File: config.mk
export PLATFORM = sky130hd
export DESIGN_NAME = dpd_norm
export DESIGN_NICKNAME = d
export VERILOG_FILES = /design/src/design/dpd_pkg.sv /design/src/design/dpd_norm.sv
export SDC_FILE = /design/constraint.sdc
export NUM_CORES = 2
export LEC_CHECK = 0
export ABC_CLOCK_PERIOD_IN_PS = 8350
export BUFFER_PORTS_ARGS = -buffer_cell sky130_fd_sc_hd__buf_2
export CAP_MARGIN = 15
export CORE_MARGIN = 3
export CORE_UTILIZATION = 38
export DETAILED_ROUTE_END_ITERATION = 16
export PLACE_DENSITY = 0.62
export SYNTH_ARGS = -nofsm -noshare
export SYNTH_HDL_FRONTEND = slang
export SYNTH_SLANG_ARGS = --single-unit
export TNS_END_PERCENT = 50
File: constraint.sdc
create_clock -name i_clk -period 8.35 [get_ports i_clk]
set_clock_uncertainty 0.1 [all_clocks]
set_input_delay 0 -clock i_clk [delete_from_list [all_inputs] [get_ports i_clk]]
set_output_delay 0 -clock i_clk [all_outputs]
set_load 0.05 [all_outputs]
File: src/design/dpd_pkg.sv
// ----------------------------------------------------------------------------
// dpd_pkg
// Shared widths, register indexes, types and saturation helpers for the
// depth pixel deprojection pipeline.
// ----------------------------------------------------------------------------
package dpd_pkg;

    localparam int PIX_BITS   = 12;
    localparam int DEPTH_BITS = 16;
    localparam int CFG_AW     = 5;

    localparam int DX_W   = ((PIX_BITS + 4 > 16) ? PIX_BITS + 4 : 16) + 1;
    localparam int CO_W   = 24;
    localparam int SQ_W   = 28;
    localparam int R2_W   = 29;
    localparam int T_W    = 30;
    localparam int SUM_W  = 38;
    localparam int WIDE_W = 48;

    localparam int RND_Q20 = 524288;
    localparam int RND_Q12 = 2048;
    localparam int RND_Q8  = 128;

    localparam logic [2:0] REG_PP  = 3'd0;
    localparam logic [2:0] REG_IFX = 3'd1;
    localparam logic [2:0] REG_IFY = 3'd2;
    localparam logic [2:0] REG_K1  = 3'd3;
    localparam logic [2:0] REG_K2  = 3'd4;
    localparam logic [2:0] REG_K3  = 3'd5;
    localparam logic [2:0] REG_P1  = 3'd6;
    localparam logic [2:0] REG_P2  = 3'd7;

    localparam logic signed [WIDE_W-1:0] LIM24_HI = WIDE_W'(8388607);
    localparam logic signed [WIDE_W-1:0] LIM24_LO = WIDE_W'(-8388608);
    localparam logic signed [WIDE_W-1:0] LIM32_HI = WIDE_W'(64'sd2147483647);
    localparam logic signed [WIDE_W-1:0] LIM32_LO = WIDE_W'(-64'sd2147483648);

    typedef struct packed {
        logic [15:0]        cy;
        logic [15:0]        cx;
        logic [23:0]        ifx;
        logic [23:0]        ify;
        logic signed [23:0] k1;
        logic signed [23:0] k2;
        logic signed [23:0] k3;
        logic signed [23:0] p1;
        logic signed [23:0] p2;
    } t_cfg;

    typedef struct packed {
        logic                  valid;
        logic                  sat;
        logic [DEPTH_BITS-1:0] depth;
    } t_tag;

    typedef struct packed {
        logic               clip;
        logic signed [23:0] val;
    } t_sat24;

    typedef struct packed {
        logic               clip;
        logic signed [31:0] val;
    } t_sat32;

    function automatic t_sat24 sat24(input logic signed [WIDE_W-1:0] v);
        t_sat24 r;
        r.clip = 1'b0;
        r.val  = v[23:0];
        if (v > LIM24_HI) begin
            r.clip = 1'b1;
            r.val  = 24'h7fffff;
        end else if (v < LIM24_LO) begin
            r.clip = 1'b1;
            r.val  = 24'h800000;
        end
        return r;
    endfunction

    function automatic t_sat32 sat32(input logic signed [WIDE_W-1:0] v);
        t_sat32 r;
        r.clip = 1'b0;
        r.val  = v[31:0];
        if (v > LIM32_HI) begin
            r.clip = 1'b1;
            r.val  = 32'h7fffffff;
        end else if (v < LIM32_LO) begin
            r.clip = 1'b1;
            r.val  = 32'h80000000;
        end
        return r;
    endfunction

endpackage

File: src/design/dpd_norm.sv
// ----------------------------------------------------------------------------
// dpd_norm
// Two pipeline stages: offset by the principal point, then scale by the
// reciprocal focal lengths into saturated Q4.20 normalized coordinates.
// ----------------------------------------------------------------------------
module dpd_norm
    import dpd_pkg::*;
(
    input  logic                  i_clk,
    input  logic                  i_rst_n,
    input  logic                  i_en,
    input  t_cfg                  i_cfg,
    input  logic                  i_valid,
    input  logic [PIX_BITS-1:0]   i_pixel_col,
    input  logic [PIX_BITS-1:0]   i_pixel_row,
    input  logic [DEPTH_BITS-1:0] i_depth,
    output t_tag                  o_tag,
    output logic signed [23:0]    o_x,
    output logic signed [23:0]    o_y
);

    logic signed [DX_W-1:0]    n_dx, n_dy, r_dx, r_dy;
    logic signed [DX_W+24:0]   prod_x, prod_y, rsum_x, rsum_y;
    t_sat24                    sx, sy;
    t_tag                      r_tag1, r_tag2;
    logic signed [23:0]        r_x, r_y;

    assign n_dx = DX_W'({i_pixel_col, 4'b0000}) - DX_W'(i_cfg.cx);
    assign n_dy = DX_W'({i_pixel_row, 4'b0000}) - DX_W'(i_cfg.cy);

    assign prod_x = r_dx * $signed({1'b0, i_cfg.ifx});
    assign prod_y = r_dy * $signed({1'b0, i_cfg.ify});
    assign rsum_x = prod_x + (DX_W+25)'(RND_Q8);
    assign rsum_y = prod_y + (DX_W+25)'(RND_Q8);
    assign sx     = sat24(WIDE_W'($signed(rsum_x[DX_W+24:8])));
    assign sy     = sat24(WIDE_W'($signed(rsum_y[DX_W+24:8])));

    always_ff @(posedge i_clk) begin
        if (!i_rst_n) begin
            r_tag1.valid <= 1'b0;
            r_tag2.valid <= 1'b0;
        end else if (i_en) begin
            r_tag1 <= '{valid: i_valid, sat: 1'b0, depth: i_depth};
            r_dx   <= n_dx;
            r_dy   <= n_dy;
            r_tag2 <= '{valid: r_tag1.valid, sat: sx.clip | sy.clip,
                        depth: r_tag1.depth};
            r_x    <= sx.val;
            r_y    <= sy.val;
        end
    end

    assign o_tag = r_tag2;
    assign o_x   = r_x;
    assign o_y   = r_y;

endmodule

==> metrics.txt <==
main combinational cell family by area after synthesis adder cells; Skew-Pair Late Insertion Delay 470 ps; vias 24020; synth top area cells fa_1 41%, ha_1 12%, edfxtp_1 11%, inv_1 9.4%, and2_1 7.5%; num rows 106; gr usage total 19.97%; Yosys top cell area share 40.98%; HPWL Detailed 66820 um; Vias/cell 4.960; synth warn 0; Data arrival, critical path 8180 ps; Top delay family on crit path adder cells; grt ovf 0; max-slew violations 0; DR iter-0 viols 1457; most common cell after layout, fill and taps aside inv_1; Slew @ Worst Pin 912.9 ps; maximum root-to-sink buffer count 2; multiplexer share of the synthesized area 0.1596%; WP buf/inv 8; Slew Limit Headroom 39.14%; syn avg cell area 9.230 um^2; XOR/XNOR Fraction of Synth Area 2.289%; Syn Inst Count 3483; uppermost layer routed met5; CTS clk-pin slew, worst paths 70 ps; max-cap viol count 0; core box area 83690 um^2; Post-synth EDFFs 115; setup TNS 0 ps; layout cells sized above 1 7.991%; WL met1 36770 um; Placement Cell Area 34580 um^2; TritonCTS Buffers 17; DRC viols 0; metal3 WL 5530 um; Clock Sinks 117; CTS tree yes; sequential share of the synthesized area 10.87%; first-pass GRT wire length 140200 um; Main synth FF type edfxtp_1; Nets 4893; number of port buffers 189; Compound-Gate Fraction of Synth Area 6.632%; clock root cell clkbuf_16; RSZ-0062 raised after global routing no; Die Wd 296.9 um; Die Ht 296.9 um; Synth async-reset ratio 0%; most frequent cells in the layout 804 x inv_1, 658 x fa_1, 450 x nand2_1; Tmin final 7947 ps; H-tree levels 4; number of global-route vias before repair 26160; outcome complete, no violations; CP max FO 23; CP startpoint kind flop; Pre-Repair DR Iteration Count 6; starting density of the core 38.41%; Synth Net Count 4685; met2 routed wirelength 39880 um; FF-to-FF Start r_dy[3]; critical path class reg2reg; CP endpoint kind flop; Netlist Area Pre-Place 32150 um^2; Final setup viols 0; Synth cell types 67; WL/cell 17.35 um; synthesis-to-finish area growth 11.93%; die area 88120 um^2; Final GP Congestion 0.8713; post-synth top area cell fa_1; final wirelength 84030 um; Post-Synth Simple-Gate Area 16.30%; Period Utilization, post-route 95.17%; pin count of the biggest net entering global routing 60; Largest stage delay, worst path 790 ps; final hold vios 0; CP required 8580 ps; antenna violations before repair 6; hold path start i_pixel_col[6]; Post-Synth Adder-Cell Area 52.65%; Finished Cell Area 35980 um^2; CP max-delay cell edfxtp_1; post-CTS sizing 0; Critical Path Most Common Cell fa_1; DRT antenna net count 0; Yosys reg bits 117; Fmax 0.1258 GHz; CP startpoint r_dy[3]; worst min path class in2reg; num ports 310
through the flow:
stage | utilization (%) | setup WS, ps | instances | hold WS, ps
5_1_grt | 42.99 | 86.50 | 4842 | 31.51
3_3_place_gp | 41.32 | 425.5 | 4731 | 76.01
3_5_place_dp | 41.32 | 385.2 | 4731 | 78.10
6_report | 42.99 | 403.4 | 4842 | 11.78
2_1_floorplan | - | 985.9 | 3483 | -1.131
4_1_cts | 42.95 | 353.4 | 4836 | 3.871
area by class of cell:
class	instances	area, um^2
multi-input cells	2422	25090
inverters	806	3025
well taps	1134	1419
flip-flops and latches	117	3493
fillers	8235	47710
clock inverters	14	201.4
diodes	4	10.01
clock buffers	18	429.2
repair buffers	327	2315
cells in the mapped netlist, drive strengths merged, types with 5 or more instances:
cell	count
nand4	12
clkbuf	130
and2	386
nor3	24
edfxtp	115
xnor2	61
nand3	15
nand2	450
a211oi	14
xor2	23
buf	8
ha	300
a211o	8
o21a	9
and3	16
a21o	65
o31ai	7
o211ai	8
a21oi	78
o21ai	66
a21boi	10
or3	8
inv	804
a31oi	12
nor3b	6
nor4	5
a41oi	5
nor2b	12
nand2b	19
fa	658
nor2	85
metal layers:
| layer | up-vias | GRT usage (%) |
|---|---|---|
| li1 | 10990 | - |
| met1 | 12230 | 26.83 |
| met2 | 690 | 33.30 |
| met3 | 108 | 3.786 |
| met4 | 2 | 5.071 |
| met5 | - | 0 |
tightest hold or removal path, stage by stage:
cell and delay, ps:
buf_2 80, ha_1 190, xnor2_1 170
worst paths after layout:
check | cells past startpoint | slack [ps] | endpoint
hold / removal | 3 | 10 | r_dx[10]
hold reg to reg | 0 | 320 | o_tag[6]
setup reg to reg | 26 | 400 | o_y[20]
setup / recovery | 26 | 400 | o_y[20]
kinds of logic (layout without fill, tap and decap cells):
group           count (synthesis)  after routing
mux                             5              5
compound gates                322            322
fa+ha+maj                     958            958
other cells                     0              4
buf+inv                       944           1165
simple gates                 1053           1053
flops                         117            117
xor+xnor                       84             84
registers in the layout, indices dropped and copies added, names as in the netlist:
| register | flops |
|---|---|
| r_tag1 | 17 |
| o_x | 24 |
| o_y | 24 |
| o_tag | 18 |
| r_dy | 17 |
| r_dx | 17 |
repair_timing:
item                                    CTS  global route
endpoints found under the setup margin    0             1
hold buffers                             73             0
hold endpoints to repair                 48             0
buffers inserted                          0             2
Power is left out: the tool's default activity adds up to more than one toggle a clock period on the data nets, which glitch-free logic cannot reach.
