--- config.mk ---
export PLATFORM = sky130hd
export DESIGN_NAME = dpd_scale
export DESIGN_NICKNAME = d
export VERILOG_FILES = /design/src/design/dpd_pkg.sv /design/src/design/dpd_scale.sv
export SDC_FILE = /design/constraint.sdc
export NUM_CORES = 2
export LEC_CHECK = 0
export BUFFER_PORTS_ARGS = -buffer_cell sky130_fd_sc_hd__buf_2
export CAP_MARGIN = 20
export CELL_PAD_IN_SITES_DETAIL_PLACEMENT = 0
export CELL_PAD_IN_SITES_GLOBAL_PLACEMENT = 2
export CORE_MARGIN = 4
export CORE_UTILIZATION = 38
export DETAILED_ROUTE_END_ITERATION = 16
export PLACE_DENSITY = 0.81
export RECOVER_POWER = 25
export SLEW_MARGIN = 20
export SYNTH_ARGS = -nofsm -noshare
export SYNTH_HDL_FRONTEND = slang
export SYNTH_SLANG_ARGS = --single-unit
--- constraint.sdc ---
create_clock -name i_clk -period 10.3 [get_ports i_clk]
set_input_delay 3.09 -clock i_clk [delete_from_list [all_inputs] [get_ports i_clk]]
set_output_delay 3.09 -clock i_clk [all_outputs]
set_load 0.1 [all_outputs]
--- src/design/dpd_pkg.sv ---
// ----------------------------------------------------------------------------
// dpd_pkg
// Shared widths, register indexes, types and saturation helpers for the
// depth pixel deprojection pipeline.
// ----------------------------------------------------------------------------
package dpd_pkg;

    localparam int PIX_BITS   = 12;
    localparam int DEPTH_BITS = 16;
    localparam int CFG_AW     = 5;

    localparam int DX_W   = ((PIX_BITS + 4 > 16) ? PIX_BITS + 4 : 16) + 1;
    localparam int CO_W   = 24;
    localparam int SQ_W   = 28;
    localparam int R2_W   = 29;
    localparam int T_W    = 30;
    localparam int SUM_W  = 38;
    localparam int WIDE_W = 48;

    localparam int RND_Q20 = 524288;
    localparam int RND_Q12 = 2048;
    localparam int RND_Q8  = 128;

    localparam logic [2:0] REG_PP  = 3'd0;
    localparam logic [2:0] REG_IFX = 3'd1;
    localparam logic [2:0] REG_IFY = 3'd2;
    localparam logic [2:0] REG_K1  = 3'd3;
    localparam logic [2:0] REG_K2  = 3'd4;
    localparam logic [2:0] REG_K3  = 3'd5;
    localparam logic [2:0] REG_P1  = 3'd6;
    localparam logic [2:0] REG_P2  = 3'd7;

    localparam logic signed [WIDE_W-1:0] LIM24_HI = WIDE_W'(8388607);
    localparam logic signed [WIDE_W-1:0] LIM24_LO = WIDE_W'(-8388608);
    localparam logic signed [WIDE_W-1:0] LIM32_HI = WIDE_W'(64'sd2147483647);
    localparam logic signed [WIDE_W-1:0] LIM32_LO = WIDE_W'(-64'sd2147483648);

    typedef struct packed {
        logic [15:0]        cy;
        logic [15:0]        cx;
        logic [23:0]        ifx;
        logic [23:0]        ify;
        logic signed [23:0] k1;
        logic signed [23:0] k2;
        logic signed [23:0] k3;
        logic signed [23:0] p1;
        logic signed [23:0] p2;
    } t_cfg;

    typedef struct packed {
        logic                  valid;
        logic                  sat;
        logic [DEPTH_BITS-1:0] depth;
    } t_tag;

    typedef struct packed {
        logic               clip;
        logic signed [23:0] val;
    } t_sat24;

    typedef struct packed {
        logic               clip;
        logic signed [31:0] val;
    } t_sat32;

    function automatic t_sat24 sat24(input logic signed [WIDE_W-1:0] v);
        t_sat24 r;
        r.clip = 1'b0;
        r.val  = v[23:0];
        if (v > LIM24_HI) begin
            r.clip = 1'b1;
            r.val  = 24'h7fffff;
        end else if (v < LIM24_LO) begin
            r.clip = 1'b1;
            r.val  = 24'h800000;
        end
        return r;
    endfunction

    function automatic t_sat32 sat32(input logic signed [WIDE_W-1:0] v);
        t_sat32 r;
        r.clip = 1'b0;
        r.val  = v[31:0];
        if (v > LIM32_HI) begin
            r.clip = 1'b1;
            r.val  = 32'h7fffffff;
        end else if (v < LIM32_LO) begin
            r.clip = 1'b1;
            r.val  = 32'h80000000;
        end
        return r;
    endfunction

endpackage

--- src/design/dpd_scale.sv ---
// ----------------------------------------------------------------------------
// dpd_scale
// Final stage and output register: scales the distorted coordinates by the
// depth into saturated Q24.8 points.
// ----------------------------------------------------------------------------
module dpd_scale
    import dpd_pkg::*;
(
    input  logic                  i_clk,
    input  logic                  i_rst_n,
    input  logic                  i_en,
    input  t_tag                  i_tag,
    input  logic signed [31:0]    i_ux,
    input  logic signed [31:0]    i_uy,
    output logic                  o_valid,
    output logic signed [31:0]    o_point_x,
    output logic signed [31:0]    o_point_y,
    output logic [DEPTH_BITS-1:0] o_point_z,
    output logic                  o_saturated
);

    localparam int D_W = DEPTH_BITS + 1;

    logic signed [D_W-1:0]    dep;
    logic signed [D_W+31:0]   s_px, s_py;
    t_sat32                   sat_px, sat_py;
    logic                     r_valid;
    logic signed [31:0]       r_px, r_py;
    logic [DEPTH_BITS-1:0]    r_pz;
    logic                     r_sat;

    assign dep    = $signed({1'b0, i_tag.depth});
    assign s_px   = dep * i_ux + (D_W+32)'(RND_Q12);
    assign s_py   = dep * i_uy + (D_W+32)'(RND_Q12);
    assign sat_px = sat32(WIDE_W'($signed(s_px[D_W+31:12])));
    assign sat_py = sat32(WIDE_W'($signed(s_py[D_W+31:12])));

    always_ff @(posedge i_clk) begin
        if (!i_rst_n) begin
            r_valid <= 1'b0;
        end else if (i_en) begin
            r_valid <= i_tag.valid;
            r_px    <= sat_px.val;
            r_py    <= sat_py.val;
            r_pz    <= i_tag.depth;
            r_sat   <= i_tag.sat | sat_px.clip | sat_py.clip;
        end
    end

    assign o_valid     = r_valid;
    assign o_point_x   = r_px;
    assign o_point_y   = r_py;
    assign o_point_z   = r_pz;
    assign o_saturated = r_sat;

endmodule

==> reports/summary.log <==
INFO  sta            worst_hold_slack=524ps
INFO  sta            max_freq=0.101GHz
INFO  run            drv.max_cap_violation_count=1
INFO  drt            initialDrtViolationCount=1246
INFO  drt            drt-total-wl=113000um
INFO  die            initial_core_util=0.384
INFO  setup_path     critPathCaptureType=flop
INFO  synth          syn_area_per_cell=8.90um^2
INFO  synth          synth_enable_flop_cells=81
INFO  clocking       htree_num_levels=3
INFO  finish         layout.cells.most_common_list=inv_1 (1376), fa_1 (976), and2_1 (667)
INFO  drt            via_count=29900
INFO  sta            final_period_minus_worst_setup_slack=9950ps
INFO  sta            slew_violations=40
INFO  setup_path     critPathRequiredTime=10460ps
INFO  global_route   pin_count_of_the_biggest_net_entering_global_routing=66
INFO  clocking       clock_tree_from_tritoncts=yes
INFO  min_path       worst_hold_path_type=reg -> reg
INFO  min_path       origin_of_the_worst_min_delay_path=o_valid
INFO  drt            drt_drc_violations_left=0
INFO  setup_path     timing.critical_path.arrival=10100ps
INFO  die            floorplan.die_area=0.114mm^2
INFO  setup_path     critical_path.max_stage_delay=540ps
INFO  global_route   grt_pass1_vias=33200
INFO  sta            finalHoldViolations=0
INFO  synth          synth_nets=5986
INFO  setup_path     reg2reg_from=o_valid
INFO  clocking       clockBufferDepth=2
INFO  clocking       post_cts_resize_count=0
INFO  setup_path     cp_num_buf_inv=9
INFO  clocking       clock_latency=410ps
INFO  place          port-buffer-count=166
INFO  clocking       tritoncts.num_buffers=9
INFO  die            chipHeight=338um
INFO  drt            detail_route.vias_per_cell=4.76
INFO  setup_path     timing.critical_path.max_delay_family=adder cells
INFO  clocking       clk_transition_reported_paths=90ps
INFO  die            fp.dieW=338um
INFO  finish         mostFrequentLayoutCell=inv_1
INFO  drt            dr.pass1.iters=6
INFO  setup_path     startpoint_type=primary input
INFO  setup_path     critPathSlowestCell=fa_1
INFO  synth          async_flop_share=0
INFO  status         status=finished with violations
INFO  global_route   antenna_found_initial=8
INFO  die            std_cell_rows=120
INFO  global_route   grt.overflow.total=0
INFO  setup_path     timing.critical_path.fanout_max=16
INFO  die            ioPinCount=167
INFO  global_route   grt_util_all_layers=0.212
INFO  place          place_congestion=0.867
INFO  global_route   grt_first_pass_wirelength=187000um
INFO  clocking       hold_buffers=0
INFO  clocking       numClockSinks=82
INFO  sta            worst-slew-pin-transition=3510ps
INFO  clocking       clock-root-buffer=clkbuf_16
INFO  synth          mappedNetlistArea=0.0413mm^2
INFO  finish         layout.nets=6217
INFO  place          hpwl=94700um
INFO  finish         n_fill_cell=11000
INFO  synth          synth.yosys.warnings=0
INFO  synth          synth-seq-area-share=0.0593
INFO  clocking       post-cts-setup-buffers=0
INFO  synth          synth_cell_types=78
INFO  sta            timing.final.crit_share=0.966
INFO  synth          yosys_register_bits=82
INFO  die            placeableCoreArea=0.108mm^2
INFO  sta            setup-tns-final=0ps
INFO  finish         final_layout_size_suffix_gt1_frac=0.0947
INFO  synth          syn-instance-count=4641
INFO  sta            final-setup-viol-count=0
INFO  setup_path     critical_path.startpoint=i_tag[2]
INFO  setup_path     cell_repeated_most_along_the_worst_path=fa_1
INFO  drt            route.antenna.remaining_nets=0
INFO  sta            worst_clock_skew=0ps
INFO  synth          commonest_register_cell_after_synthesis=edfxtp_1
INFO  setup_path     path_class=in -> reg
INFO  sta            slew_margin_rel=-1.34
INFO  status         violations=max-capacitance violations, max-slew violations
INFO  drt            route.detailed.wl_per_inst=18.0um
INFO  finish         layout_stage_area_growth_over_the_synthesis_result=10.5%
INFO  sta            grt_setup_unrepaired=false
[worst paths after layout]
kind	to	slack [ps]	depth (start not counted)
setup reg to reg	o_valid	9710	2
hold reg to reg	o_valid	520	2
hold / removal	o_valid	520	2
setup / recovery	o_saturated	350	27
[cells in the mapped netlist, types with 7 or more instances]
master,count,area share
nor2_1,49,0.0045
o211ai_1,10,0.0018
a21oi_1,105,0.013
buf_2,13,0.0016
o21ai_0,66,0.0080
nor3_1,37,0.0045
a31oi_1,9,0.0014
nor2b_1,13,0.0020
and3_1,10,0.0015
a21o_1,48,0.0087
nand4_1,23,0.0035
xnor2_1,54,0.011
inv_1,1376,0.12
xor2_1,30,0.0064
fa_1,976,0.47
clkbuf_1,187,0.017
or3_1,7,0.0011
o21ai_1,11,0.0013
nand2_1,434,0.039
edfxtp_1,81,0.059
o21a_1,16,0.0029
ha_1,284,0.086
o21bai_1,7,0.0013
and2_1,668,0.10
nand3_1,19,0.0023
[per-layer routing]
metal / global-route usage / vias up / wire length, um / part of all wire
li1: - / 13800 / - / -
met1: 0.292 / 15500 / 51500 / 0.45
met2: 0.368 / 473 / 56300 / 0.50
met3: 0.0229 / 86 / 4150 / 0.037
met4: 0.0339 / 6 / 1450 / 0.013
met5: 0 / - / 34 / 0.00030
[flip-flops by register name (all words and copies together), names as in the netlist]
name	count
o_point_y	32
o_point_x	32
o_valid	1
o_saturated	1
o_point_z	16
[area by class of cell]
cell class	count	area (um^2)	share of cell area
diodes	4	10.0	0.000219
well taps	1403	1760	0.0385
clock buffers	9	225	0.00493
repair buffers	430	3070	0.0672
inverters	1377	5170	0.113
multi-input cells	2972	32900	0.721
clock inverters	7	76.3	0.00167
flip-flops and latches	82	2450	0.0537
[kinds of logic after synthesis]
kind of cell / count (synthesis) / synth area share
compound gates: 334 / 0.0515
xor+xnor: 84 / 0.0178
fa+ha+maj: 1260 / 0.559
buf+inv: 1587 / 0.145
flops: 82 / 0.0593
mux: 1 / 0.000242
simple gates: 1293 / 0.167
[tightest hold or removal path, cell delays in order (launching register included)]
cell	delay, ps
dfxtp_1	330
mux2i_1	60
nor2b_1	90
[metrics by stage]
| stage | instances | area (um^2) | setup slack [ps] | utilization |
|---|---|---|---|---|
| global placement | 6264 | 45300 | -114 | 0.422 |
| CTS | 6280 | 45600 | 268 | 0.425 |
| finish | 6284 | 45600 | 355 | 0.425 |
| floorplan | 4641 | 41300 | 385 | - |
| global route | 6281 | 45600 | 30.3 | 0.424 |
| detailed placement | 6264 | 45300 | -200 | 0.422 |
Power is not shown: default switching activity piles up to over one toggle a cycle in this logic, so the estimate is an artifact.
