`config.mk`:
```
export PLATFORM = sky130hd
export DESIGN_NAME = dpd_cfg_regs
export DESIGN_NICKNAME = d
export VERILOG_FILES = /design/src/design/dpd_pkg.sv /design/src/design/dpd_cfg_regs.sv
export SDC_FILE = /design/constraint.sdc
export NUM_CORES = 1
export LEC_CHECK = 0
export BUFFER_PORTS_ARGS = -buffer_cell sky130_fd_sc_hd__buf_2
export CAP_MARGIN = 20
export CORE_ASPECT_RATIO = 0.75
export CORE_MARGIN = 2
export CORE_UTILIZATION = 56
export CTS_CLUSTER_SIZE = 10
export DETAILED_ROUTE_END_ITERATION = 8
export PLACE_DENSITY = 0.91
export SYNTH_ARGS = -nofsm -noshare
export SYNTH_HDL_FRONTEND = slang
export SYNTH_SLANG_ARGS = --single-unit
```
`constraint.sdc`:
```
create_clock -name i_clk -period 4.7 [get_ports i_clk]
set_input_delay 0.94 -clock i_clk [delete_from_list [all_inputs] [get_ports i_clk]]
set_output_delay 0.94 -clock i_clk [all_outputs]
set_load 0.01 [all_outputs]
```
`src/design/dpd_pkg.sv`:
```
// ----------------------------------------------------------------------------
// dpd_pkg
// Shared widths, register indexes, types and saturation helpers for the
// depth pixel deprojection pipeline.
// ----------------------------------------------------------------------------
package dpd_pkg;

    localparam int PIX_BITS   = 12;
    localparam int DEPTH_BITS = 16;
    localparam int CFG_AW     = 5;

    localparam int DX_W   = ((PIX_BITS + 4 > 16) ? PIX_BITS + 4 : 16) + 1;
    localparam int CO_W   = 24;
    localparam int SQ_W   = 28;
    localparam int R2_W   = 29;
    localparam int T_W    = 30;
    localparam int SUM_W  = 38;
    localparam int WIDE_W = 48;

    localparam int RND_Q20 = 524288;
    localparam int RND_Q12 = 2048;
    localparam int RND_Q8  = 128;

    localparam logic [2:0] REG_PP  = 3'd0;
    localparam logic [2:0] REG_IFX = 3'd1;
    localparam logic [2:0] REG_IFY = 3'd2;
    localparam logic [2:0] REG_K1  = 3'd3;
    localparam logic [2:0] REG_K2  = 3'd4;
    localparam logic [2:0] REG_K3  = 3'd5;
    localparam logic [2:0] REG_P1  = 3'd6;
    localparam logic [2:0] REG_P2  = 3'd7;

    localparam logic signed [WIDE_W-1:0] LIM24_HI = WIDE_W'(8388607);
    localparam logic signed [WIDE_W-1:0] LIM24_LO = WIDE_W'(-8388608);
    localparam logic signed [WIDE_W-1:0] LIM32_HI = WIDE_W'(64'sd2147483647);
    localparam logic signed [WIDE_W-1:0] LIM32_LO = WIDE_W'(-64'sd2147483648);

    typedef struct packed {
        logic [15:0]        cy;
        logic [15:0]        cx;
        logic [23:0]        ifx;
        logic [23:0]        ify;
        logic signed [23:0] k1;
        logic signed [23:0] k2;
        logic signed [23:0] k3;
        logic signed [23:0] p1;
        logic signed [23:0] p2;
    } t_cfg;

    typedef struct packed {
        logic                  valid;
        logic                  sat;
        logic [DEPTH_BITS-1:0] depth;
    } t_tag;

    typedef struct packed {
        logic               clip;
        logic signed [23:0] val;
    } t_sat24;

    typedef struct packed {
        logic               clip;
        logic signed [31:0] val;
    } t_sat32;

    function automatic t_sat24 sat24(input logic signed [WIDE_W-1:0] v);
        t_sat24 r;
        r.clip = 1'b0;
        r.val  = v[23:0];
        if (v > LIM24_HI) begin
            r.clip = 1'b1;
            r.val  = 24'h7fffff;
        end else if (v < LIM24_LO) begin
            r.clip = 1'b1;
            r.val  = 24'h800000;
        end
        return r;
    endfunction

    function automatic t_sat32 sat32(input logic signed [WIDE_W-1:0] v);
        t_sat32 r;
        r.clip = 1'b0;
        r.val  = v[31:0];
        if (v > LIM32_HI) begin
            r.clip = 1'b1;
            r.val  = 32'h7fffffff;
        end else if (v < LIM32_LO) begin
            r.clip = 1'b1;
            r.val  = 32'h80000000;
        end
        return r;
    endfunction

endpackage

```
`src/design/dpd_cfg_regs.sv`:
```
// ----------------------------------------------------------------------------
// dpd_cfg_regs
// APB-style register file holding the camera intrinsics and distortion
// coefficients.
// ----------------------------------------------------------------------------
module dpd_cfg_regs
    import dpd_pkg::*;
(
    input  logic              i_clk,
    input  logic              i_rst_n,
    input  logic              psel,
    input  logic              penable,
    input  logic              pwrite,
    input  logic [CFG_AW-1:0] paddr,
    input  logic [31:0]       pwdata,
    output logic [31:0]       prdata,
    output logic              pready,
    output t_cfg              o_cfg
);

    logic [2:0] reg_idx;
    logic       wr_en;
    t_cfg       r_cfg;

    assign reg_idx = paddr[CFG_AW-1:2];
    assign pready  = 1'b1;
    assign wr_en   = psel && penable && pwrite && pready;
    assign o_cfg   = r_cfg;

    always_ff @(posedge i_clk) begin
        if (!i_rst_n) begin
            r_cfg <= '0;
        end else if (wr_en) begin
            unique case (reg_idx)
                REG_PP: begin
                    r_cfg.cx <= pwdata[15:0];
                    r_cfg.cy <= pwdata[31:16];
                end
                REG_IFX: r_cfg.ifx <= pwdata[23:0];
                REG_IFY: r_cfg.ify <= pwdata[23:0];
                REG_K1:  r_cfg.k1  <= pwdata[23:0];
                REG_K2:  r_cfg.k2  <= pwdata[23:0];
                REG_K3:  r_cfg.k3  <= pwdata[23:0];
                REG_P1:  r_cfg.p1  <= pwdata[23:0];
                REG_P2:  r_cfg.p2  <= pwdata[23:0];
            endcase
        end
    end

    always_comb begin
        unique case (reg_idx)
            REG_PP:  prdata = {r_cfg.cy, r_cfg.cx};
            REG_IFX: prdata = {8'h00, r_cfg.ifx};
            REG_IFY: prdata = {8'h00, r_cfg.ify};
            REG_K1:  prdata = {8'h00, r_cfg.k1};
            REG_K2:  prdata = {8'h00, r_cfg.k2};
            REG_K3:  prdata = {8'h00, r_cfg.k3};
            REG_P1:  prdata = {8'h00, r_cfg.p1};
            REG_P2:  prdata = {8'h00, r_cfg.p2};
        endcase
    end

    a_pp_write: assert property (@(posedge i_clk) disable iff (!i_rst_n)
        (wr_en && reg_idx == REG_PP) |=> ({r_cfg.cy, r_cfg.cx} == $past(pwdata)))
        else $error("principal point write not captured");

    a_k1_write: assert property (@(posedge i_clk) disable iff (!i_rst_n)
        (wr_en && reg_idx == REG_K1) |=> (r_cfg.k1 == $past(pwdata[23:0])))
        else $error("k1 write not captured");

endmodule

```
==> flow_summary.json, run 1 <==
{
  "status": "finished, final reports clean",
  "synth_area_leaders": "dfxtp_1 43%, nand2_1 16%, a21boi_1 10%",
  "synthXorXnorAreaFrac": 0,
  "fill_cells": 1314,
  "grt.overflow.total": 0,
  "timing.rr.start": "o_cfg[151]",
  "reg2reg_to": "o_cfg[151]",
  "postSynthCellCount": 1152,
  "worstPathMaxFanout": 34,
  "min_from": "o_cfg[194]",
  "hold_class": "reg2reg",
  "final_cell_area_mm2": 0.0112,
  "dieArea_mm2": 0.0177,
  "rsz0062_at_grt": "false",
  "final_common_cell": "nand2_1",
  "wl_met2_um": 13800,
  "cellLeakagePower_nw": 4.73,
  "drt-initial-drc-count": 1083,
  "synth_top_family_by_area": "compound AO/OA/AOI/OAI gates",
  "rrSetupSlack_ns": 3.90,
  "syn_to_final_growth_pct": 20.2,
  "synth_fp_nets": 1194,
  "layout.cells.non_filler": 1567,
  "avgSynthCellArea_um2": 8.07,
  "rows": 40,
  "seq_power_share": 0.491,
  "synth_top_area_share": 0.431,
  "cts_tree": "yes",
  "final_util": 0.693,
  "cts_buffer_depth": 2,
  "die_h_um": 116,
  "die_w_um": 153,
  "post-route-drc-count": 0,
  "ys_ff_latch": 200,
  "synth-compound-area-share": 0.241,
  "regArea_mm2": 0.00400,
  "vias_per_cell": 5.88,
  "power.density_mw_per_mm2": 313,
  "min_to": "o_cfg[194]",
  "grt_pass1_vias": 8381,
  "synth.yosys.seq_area_share": 0.431,
  "pwr-share-clk": 0.431,
  "synthDistinctLibCells": 36,
  "insertion_delay_ns": 0.44,
  "hpwl_um": 22100,
  "holdPathStages": 2,
  "wl_per_cell_um": 20.5,
  "drive_gt1_frac": 0.265,
  "nNetsFinal": 1386,
  "fmax_ghz": 0.248,
  "multi_input_area_mm2": 0.00469,
  "grt_first_pass_wirelength_um": 48300,
  "synth_fa_ha_area_frac": 0,
  "combPwrFrac": 0.078,
  "core_mm2": 0.0161,
  "synth_edf_count": 0,
  "critical_path_class": "in2out",
  "p_sw_uw": 880,
  "clkSinkCount": 200,
  "drt_pass1_iterations": 6,
  "worst_pin_slew_ns": 1.11,
  "vias": 9221,
  "yosys_warnings": 0,
  "diodes": 0,
  "clockRootBuffer": "clkbuf_16",
  "clock-skew-final_ns": 0,
  "numPortBuffers": 271,
  "synth_largest_area_cell": "dfxtp_1",
  "ios": 275,
  "total_power_mw": 3.50,
  "mostFrequentLayoutCells": "403 x nand2_1, 270 x buf_2, 200 x dfxtp_1, 128 x a21boi_1, 72 x a21boi_0",
  "cp.arrival_ns": 3.09,
  "drt_wl_total_um": 32100,
  "synthMuxAreaShare": 0.0509,
  "ir_drop_mv": 0.232,
  "post-cts-setup-buffer-count": 0,
  "cp-start-kind": "primary input",
  "post-route-period-util": 0.857,
  "highest_layer": "met5",
  "gp_congestion": 0.935,
  "dp.cells": 1534,
  "drtAntennaViolNets": 0,
  "htree_levels": 4,
  "cts_buffers": 17,
  "largest_register_ffs": 200,
  "internal_power_mw": 2.62,
  "start_util": 0.577,
  "postCtsHoldBufs": 0,
  "ys_dominant_reg_cell": "dfxtp_1",
  "setup_viol": 0,
  "grt_max_degree": 115,
  "tns_ns": 0,
  "relSlewSlack": 0.257,
  "swShare": 0.252,
  "yosys.area_share.simple": 0.209,
  "final_max_slew_viol_count": 0,
  "clk_pin_slew_worst_paths_ns": 0.07,
  "dr_wl_met3_um": 4440,
  "synthArstFlopShare": 0,
  "wl_met1_um": 13200,
  "cp.required_ns": 3.76,
  "netlist_area_mm2": 0.00930,
  "cts-resized-gates": 0,
  "final.min_clock_period_ns": 4.03,
  "antenna_found_initial": 1,
  "end_kind": "output pin",
  "hold_viol_final": 0,
  "rr_worst_depth": 2,
  "grt_usage": 0.355,
  "maxCapViolCount": 0,
  "post_dp_cell_area_mm2": 0.0105
}
[cells in the mapped netlist (2+ instances only)]
cell	instances
nand2_1	403
dfxtp_1	200
a21boi_1	128
a21boi_0	72
buf_2	54
clkbuf_1	51
nor2_1	48
a221oi_1	28
mux2i_1	27
a22o_1	23
inv_1	21
mux2_2	18
a221oi_2	9
and2_1	9
buf_4	8
a21oi_1	7
nand2b_1	7
nor2b_1	4
or2_1	4
a211oi_1	3
a32oi_1	3
o22a_1	3
o22ai_1	3
or3_1	3
buf_6	2
nor2_2	2
nor3_2	2
or2_2	2
[cells by family after synthesis]
kind of cell / Yosys count
AO/OA/AOI/OAI: 282
buffers and inverters: 137
flip-flops: 200
multiplexers: 45
other: 1
AND/OR/NAND/NOR: 487
[layer usage]
metal | vias up | GRT usage
li1 | 4198 | -
met1 | 4361 | 0.497
met2 | 607 | 0.530
met3 | 53 | 0.112
met4 | 2 | 0.104
met5 | - | 0
[critical path, cell delays in order]
cell      delay [ns]
buf_2           0.29
nor2b_4         0.92
a221oi_1        0.31
a221oi_1        0.35
nor2_1          0.10
buf_2           0.15
[through the flow]
step / setup WS [ns] / hold WS [ns]
6_report: 0.674 / 0.466
5_1_grt: 0.565 / 0.483
4_1_cts: 0.756 / 0.469
3_5_place_dp: 0.779 / 0.459
3_3_place_gp: 0.863 / 0.450
2_1_floorplan: 1.75 / 0.487
[power by group through the flow]
stage | clock, mW | combinational (mW) | sequential (mW)
detailed placement | 0 | 0.263 | 1.76
floorplan | 0 | 0.170 | 1.76
global route | 1.59 | 0.289 | 1.72
global placement | 0 | 0.261 | 1.75
CTS | 1.51 | 0.265 | 1.72
finish | 1.51 | 0.273 | 1.72
[cell type report]
type	count	share of cell area
flip-flops and latches	200	0.358
multi-input cells	815	0.420
well taps	210	0.0235
inverters	21	0.00705
repair buffers	289	0.138
clock buffers	19	0.0396
clock inverters	13	0.0142
[worst max-delay path by stage]
stage | endpoint | cells after the start | start
after CTS | prdata[14] | 6 | paddr[4]
after global placement | prdata[1] | 6 | paddr[4]
after detailed placement | prdata[14] | 6 | paddr[4]
after global routing | prdata[14] | 6 | paddr[4]
final | prdata[14] | 6 | paddr[4]
after floorplan | prdata[12] | 7 | paddr[3]
Power figures use the tool's default switching activity.
==> run 2, diff against run 1 <==
--- a/config.mk
+++ b/config.mk
@@ -9,10 +9,11 @@
 export CAP_MARGIN = 20
 export CORE_ASPECT_RATIO = 0.75
 export CORE_MARGIN = 2
-export CORE_UTILIZATION = 56
+export CORE_UTILIZATION = 47
 export CTS_CLUSTER_SIZE = 10
 export DETAILED_ROUTE_END_ITERATION = 8
-export PLACE_DENSITY = 0.91
+export PLACE_DENSITY = 0.82
+export RECOVER_POWER = 50
 export SYNTH_ARGS = -nofsm -noshare
 export SYNTH_HDL_FRONTEND = slang
 export SYNTH_SLANG_ARGS = --single-unit
==> constraint.sdc (replaced) <==
create_clock -name i_clk -period 3.68 [get_ports i_clk]
set_input_delay 0.736 -clock i_clk [delete_from_list [all_inputs] [get_ports i_clk]]
set_output_delay 0.736 -clock i_clk [all_outputs]
set_load 0.01 [all_outputs]
==> flow_summary.json, run 2 (synthesis results as in run 1) <==
{
  "insertion_delay_ns": 0.43,
  "fmax_ghz": 0.308,
  "dieArea_mm2": 0.0209,
  "die_w_um": 166,
  "drt-initial-drc-count": 1138,
  "cp.required_ns": 2.94,
  "grt.overflow.total": 0,
  "grt_usage": 0.307,
  "nNetsFinal": 1395,
  "final.min_clock_period_ns": 3.25,
  "final_max_slew_viol_count": 0,
  "multi_input_area_mm2": 0.00467,
  "grt_util_met3": 0.0918,
  "cellLeakagePower_nw": 3.90,
  "clk_pin_slew_worst_paths_ns": 0.08,
  "finalWorstSetupSlack_ns": 0.432,
  "power.density_mw_per_mm2": 410,
  "numPortBuffers": 271,
  "dp.cells": 1585,
  "max_stage_delay_ns": 0.57,
  "post-route-period-util": 0.883,
  "cp.arrival_ns": 2.51,
  "fill_cells": 1817,
  "cts_buffer_depth": 2,
  "end_kind": "output pin",
  "post-route-drc-count": 0,
  "cts_tree": "yes",
  "vias": 9172,
  "post-cts-setup-buffer-count": 0,
  "mostFrequentLayoutCells": "403 x nand2_1, 202 x clkbuf_1, 200 x dfxtp_1, 118 x a21boi_1, 82 x a21boi_0",
  "grt_pass1_vias": 8327,
  "drtAntennaViolNets": 0,
  "use_met1": 0.443,
  "wl_per_cell_um": 20.4,
  "pwr-share-clk": 0.441,
  "layout.cells.non_filler": 1620,
  "start_util": 0.480,
  "combPwrFrac": 0.078,
  "hpwl_um": 22700,
  "die_h_um": 126,
  "post-place-ws_ns": 0.571,
  "clkSinkCount": 200,
  "globalRouteMet2Util": 0.445,
  "largest_register_ffs": 200,
  "drive_gt1_frac": 0.122,
  "syn_to_final_growth_pct": 19.4,
  "cpMaxStageDelayCell": "clkbuf_1",
  "cp-start-kind": "primary input",
  "busiest_layer": "met2",
  "rows": 44,
  "p_sw_mw": 1.21,
  "core_mm2": 0.0194,
  "gp_congestion": 0.962,
  "status": "finished, final reports clean",
  "maxCapViolCount": 0,
  "critical_path_class": "in2out",
  "cts-resized-gates": 0,
  "grt_max_degree": 92,
  "final_common_cell": "nand2_1",
  "regArea_mm2": 0.00400,
  "cts_buffers": 17,
  "ios": 275,
  "setup_viol": 0,
  "ir_drop_mv": 0.303,
  "antenna_found_initial": 1,
  "drt_pass1_iterations": 7,
  "drt_wl_total_um": 33100,
  "worst_pin_slew_ns": 0.970,
  "grt_first_pass_wirelength_um": 49900,
  "relSlewSlack": 0.353,
  "clock-skew-final_ns": 0,
  "tns_ns": 0,
  "seq_power_share": 0.481,
  "postCtsHoldBufs": 0,
  "vias_per_cell": 5.66,
  "swShare": 0.265,
  "hold_viol_final": 0,
  "clockRootBuffer": "clkbuf_16",
  "hold_class": "reg2reg",
  "worstPathMaxFanout": 8,
  "rsz0062_at_grt": "false",
  "internal_power_mw": 3.35,
  "htree_levels": 4,
  "cp_cell_sequence": "clkbuf_1 -> clkbuf_1 -> mux2i_1 -> a221oi_1 -> a221oi_1 -> nor2_1 -> buf_2"
}
-- run 2: changes by cell type in the layout (fill, tap and decap cells not counted), sizes merged --
cell,change
clkbuf,+201
buf,-194
clkinv,+3
clkinvlp,-2
diode,+1
inv,+1
-- run 2: per-layer routing --
metal,up-vias,share of wire
met5,-,0
met4,0,0.016
met3,43,0.12
met2,547,0.42
met1,4362,0.44
li1,4220,-
-- run 2: final cells by class --
type,count,share of cell area
multi-input combinational,815,0.421
clock inverter,15,0.0186
inverter,21,0.00710
tap,253,0.0285
clock buffer,17,0.0383
sequential,200,0.361
timing repair buffer,298,0.126
antenna,1,0.000225
-- run 2: critical path: cells and delay by family --
kind / cells / cell delay, ns
buffers and inverters: 3 / 0.92
AO/OA/AOI/OAI: 2 / 0.51
AND/OR/NAND/NOR: 1 / 0.10
multiplexers: 1 / 0.23
-- run 2: per-stage QoR --
stage	cell area, um^2	util	hold WS, ns	power [mW]
after global placement	10700	0.553	0.450	2.59
after floorplan	9300	-	0.487	2.46
after global routing	11100	0.573	0.493	4.69
final	11100	0.573	0.469	4.56
after detailed placement	10700	0.553	0.454	2.59
after CTS	11300	0.585	0.465	4.56
-- run 2: worst paths after layout --
kind	startpoint	end	slack, ns	depth (start not counted)
setup / recovery	paddr[3]	prdata[4]	0.43	7
hold / removal	o_cfg[4]	o_cfg[4]	0.47	2
setup reg to reg	o_cfg[0]	o_cfg[0]	2.93	2
hold reg to reg	o_cfg[4]	o_cfg[4]	0.47	2
-- run 2: power groups by stage --
| stage | Combinational, mW | Clock [mW] | Sequential, mW |
|---|---|---|---|
| 2_1_floorplan | 0.218 | 0 | 2.25 |
| 3_3_place_gp | 0.347 | 0 | 2.24 |
| 3_5_place_dp | 0.351 | 0 | 2.24 |
| 4_1_cts | 0.352 | 2.02 | 2.19 |
| 5_1_grt | 0.373 | 2.12 | 2.19 |
| 6_report | 0.354 | 2.01 | 2.19 |
==> run 3, diff against run 2 <==
--- a/config.mk
+++ b/config.mk
@@ -5,6 +5,7 @@
 export SDC_FILE = /design/constraint.sdc
 export NUM_CORES = 1
 export LEC_CHECK = 0
+export ABC_AREA = 1
 export BUFFER_PORTS_ARGS = -buffer_cell sky130_fd_sc_hd__buf_2
 export CAP_MARGIN = 20
 export CORE_ASPECT_RATIO = 0.75
@@ -12,8 +13,9 @@
 export CORE_UTILIZATION = 47
 export CTS_CLUSTER_SIZE = 10
 export DETAILED_ROUTE_END_ITERATION = 8
-export PLACE_DENSITY = 0.82
+export PLACE_DENSITY = 0.81
 export RECOVER_POWER = 50
+export SKIP_LAST_GASP = 1
 export SYNTH_ARGS = -nofsm -noshare
 export SYNTH_HDL_FRONTEND = slang
 export SYNTH_SLANG_ARGS = --single-unit
==> flow_summary.json, run 3 <==
{
  "timing.rr.start": "o_cfg[155]",
  "htree_levels": 4,
  "cp.required_ns": 2.94,
  "nNetsFinal": 1558,
  "holdPathStages": 2,
  "synthArstFlopShare": 0,
  "cts_buffer_depth": 2,
  "syn_to_final_growth_pct": 17.2,
  "rsz0062_at_grt": "false",
  "min_from": "o_cfg[4]",
  "avgSynthCellArea_um2": 7.01,
  "drt_pass1_iterations": 5,
  "synth_top_area_share": 0.424,
  "cellLeakagePower_nw": 4.48,
  "gp_congestion": 0.934,
  "ios": 275,
  "final_max_slew_viol_count": 25,
  "postCtsHoldBufs": 0,
  "clkSinkCount": 200,
  "clock-skew-final_ns": 0,
  "rows": 44,
  "cts_tree": "yes",
  "cp.arrival_ns": 2.55,
  "vias_per_cell": 5.87,
  "dp.cells": 1750,
  "grt_pass1_vias": 9153,
  "maxCapViolCount": 1,
  "post_dp_cell_area_mm2": 0.0107,
  "worstPathMaxFanout": 27,
  "reg2reg_to": "o_cfg[155]",
  "fmax_ghz": 0.304,
  "crit_buf_inv": 4,
  "mostFrequentLayoutCells": "307 x nor2_1, 201 x clkbuf_1, 200 x dfxtp_1, 156 x nor3_1, 126 x o21ai_0",
  "power.density_mw_per_mm2": 425,
  "cts_buffers": 17,
  "hold_class": "reg2reg",
  "final_util": 0.567,
  "die_w_um": 168,
  "grt_first_pass_wirelength_um": 53900,
  "vias": 10500,
  "clockRootBuffer": "clkbuf_16",
  "grt.overflow.total": 0,
  "end_kind": "output pin",
  "numPortBuffers": 271,
  "postSynthCellCount": 1349,
  "cpMaxStageDelayCell": "inv_1",
  "grt_usage": 0.325,
  "synth.yosys.seq_area_share": 0.424,
  "post-route-drc-count": 0,
  "final_common_cell": "nor2_1",
  "violations": "max-capacitance violations, max-slew violations",
  "layout.cells.non_filler": 1783,
  "cp-start-kind": "primary input",
  "total_power_mw": 4.71,
  "final_cell_area_mm2": 0.0111,
  "final.min_clock_period_ns": 3.29,
  "synth_edf_count": 0,
  "core_mm2": 0.0195,
  "drt-initial-drc-count": 1415,
  "yosysMostFrequentCell": "nor2_1",
  "start_util": 0.484,
  "drtAntennaViolNets": 0,
  "yosys_warnings": 0,
  "hold_viol_final": 0,
  "hpwl_um": 24300,
  "hold_ws_ns": 0.511,
  "drive_gt1_frac": 0.106,
  "relSlewSlack": -0.0995,
  "synth_largest_area_cell": "dfxtp_1",
  "synth_commonest_cells": "305 x nor2_1, 200 x dfxtp_1, 156 x nor3_1",
  "post-route-period-util": 0.893,
  "cp_cell_sequence": "clkbuf_1 -> inv_1 -> buf_4 -> nand4_1 -> nand2_1 -> nor2_1 -> nand3_1 -> buf_2",
  "setup_viol": 0,
  "ir_drop_mv": 0.232,
  "drt_wl_total_um": 35700,
  "cts-resized-gates": 0,
  "min_to": "o_cfg[4]",
  "tns_ns": 0,
  "netlist_area_mm2": 0.00945,
  "rr_worst_depth": 2,
  "worst_pin_slew_ns": 1.64,
  "synthDistinctLibCells": 24,
  "status": "finished with violations",
  "synth_fp_nets": 1391,
  "max_stage_delay_ns": 0.79,
  "clk_pin_slew_worst_paths_ns": 0.08,
  "path_delay_family": "buffers and inverters",
  "ys_dominant_reg_cell": "dfxtp_1",
  "antenna_found_initial": 1,
  "post-cts-setup-buffer-count": 0,
  "rrSetupSlack_ns": 2.93,
  "largest_register_ffs": 200,
  "dieArea_mm2": 0.0213,
  "critical_path_class": "in2out",
  "grt_max_degree": 80,
  "post-place-ws_ns": 0.653,
  "wl_per_cell_um": 20.0,
  "synth_area_leaders": "dfxtp_1 42%, nor2_1 12%, nor3_1 8.3%",
  "ys_ff_latch": 200,
  "insertion_delay_ns": 0.43,
  "finalWorstSetupSlack_ns": 0.395,
  "die_h_um": 127
}
-- run 3: cell count changes after synthesis, sizes merged, moves of 18 or more --
cell / delta
nand4: +99
mux2i: -27
nor2: +263
mux2: -18
clkbuf: +26
nand2: -283
a221oi: -37
a22o: -23
a21boi: -200
nand3: +54
o21ai: +200
nor3: +173
-- run 3: worst register-to-register path: cells and delay by family, from the launching register on --
family / cells / cell delay, ns
compound gates: 1 / 0.11
flops: 1 / 0.40
simple gates: 1 / 0.17
-- run 3: cells by family after synthesis --
| group | count (synthesis) | share of synthesized area |
|---|---|---|
| buffers and inverters | 185 | 0.0872 |
| and+or+nand+nor | 763 | 0.383 |
| AOI/OAI and AO/OA | 200 | 0.106 |
| other | 1 | 0.000397 |
| DFF | 200 | 0.424 |
-- run 3: power by group --
group / leakage (nW) / internal (mW) / total, mW / switching, mW
clock: 0.316 / 1.17 / 2.11 / 0.939
sequential: 1.61 / 2.19 / 2.21 / 0.0237
combinational: 2.55 / 0.0850 / 0.383 / 0.298
total: 4.48 / 3.45 / 4.71 / 1.26
-- run 3: cell type report --
type / instances / area [um^2]
Timing Repair Buffer: 295 / 1340
Multi-Input combinational cell: 964 / 4620
Clock inverter: 15 / 236
Clock buffer: 17 / 425
Tap cell: 253 / 317
Fill cell: 1974 / 8460
Inverter: 38 / 143
Antenna cell: 1 / 2.50
Sequential cell: 200 / 4000
-- run 3: worst max path at each step --
stage | start | endpoint | depth (start not counted)
finish | paddr[3] | prdata[14] | 8
floorplan | paddr[2] | prdata[11] | 7
detailed placement | paddr[4] | prdata[21] | 7
global route | paddr[3] | prdata[14] | 8
global placement | paddr[4] | prdata[13] | 7
CTS | paddr[4] | prdata[21] | 7
-- run 3: metal layers --
layer / share of wire / GRT usage / wire [um] / up-vias
met4: 0.015 / 0.0645 / 522 / 0
met5: 0 / 0 / 0 / -
met1: 0.44 / 0.492 / 15900 / 4819
met2: 0.41 / 0.449 / 14500 / 710
li1: - / - / - / 4881
met3: 0.14 / 0.0992 / 4850 / 48
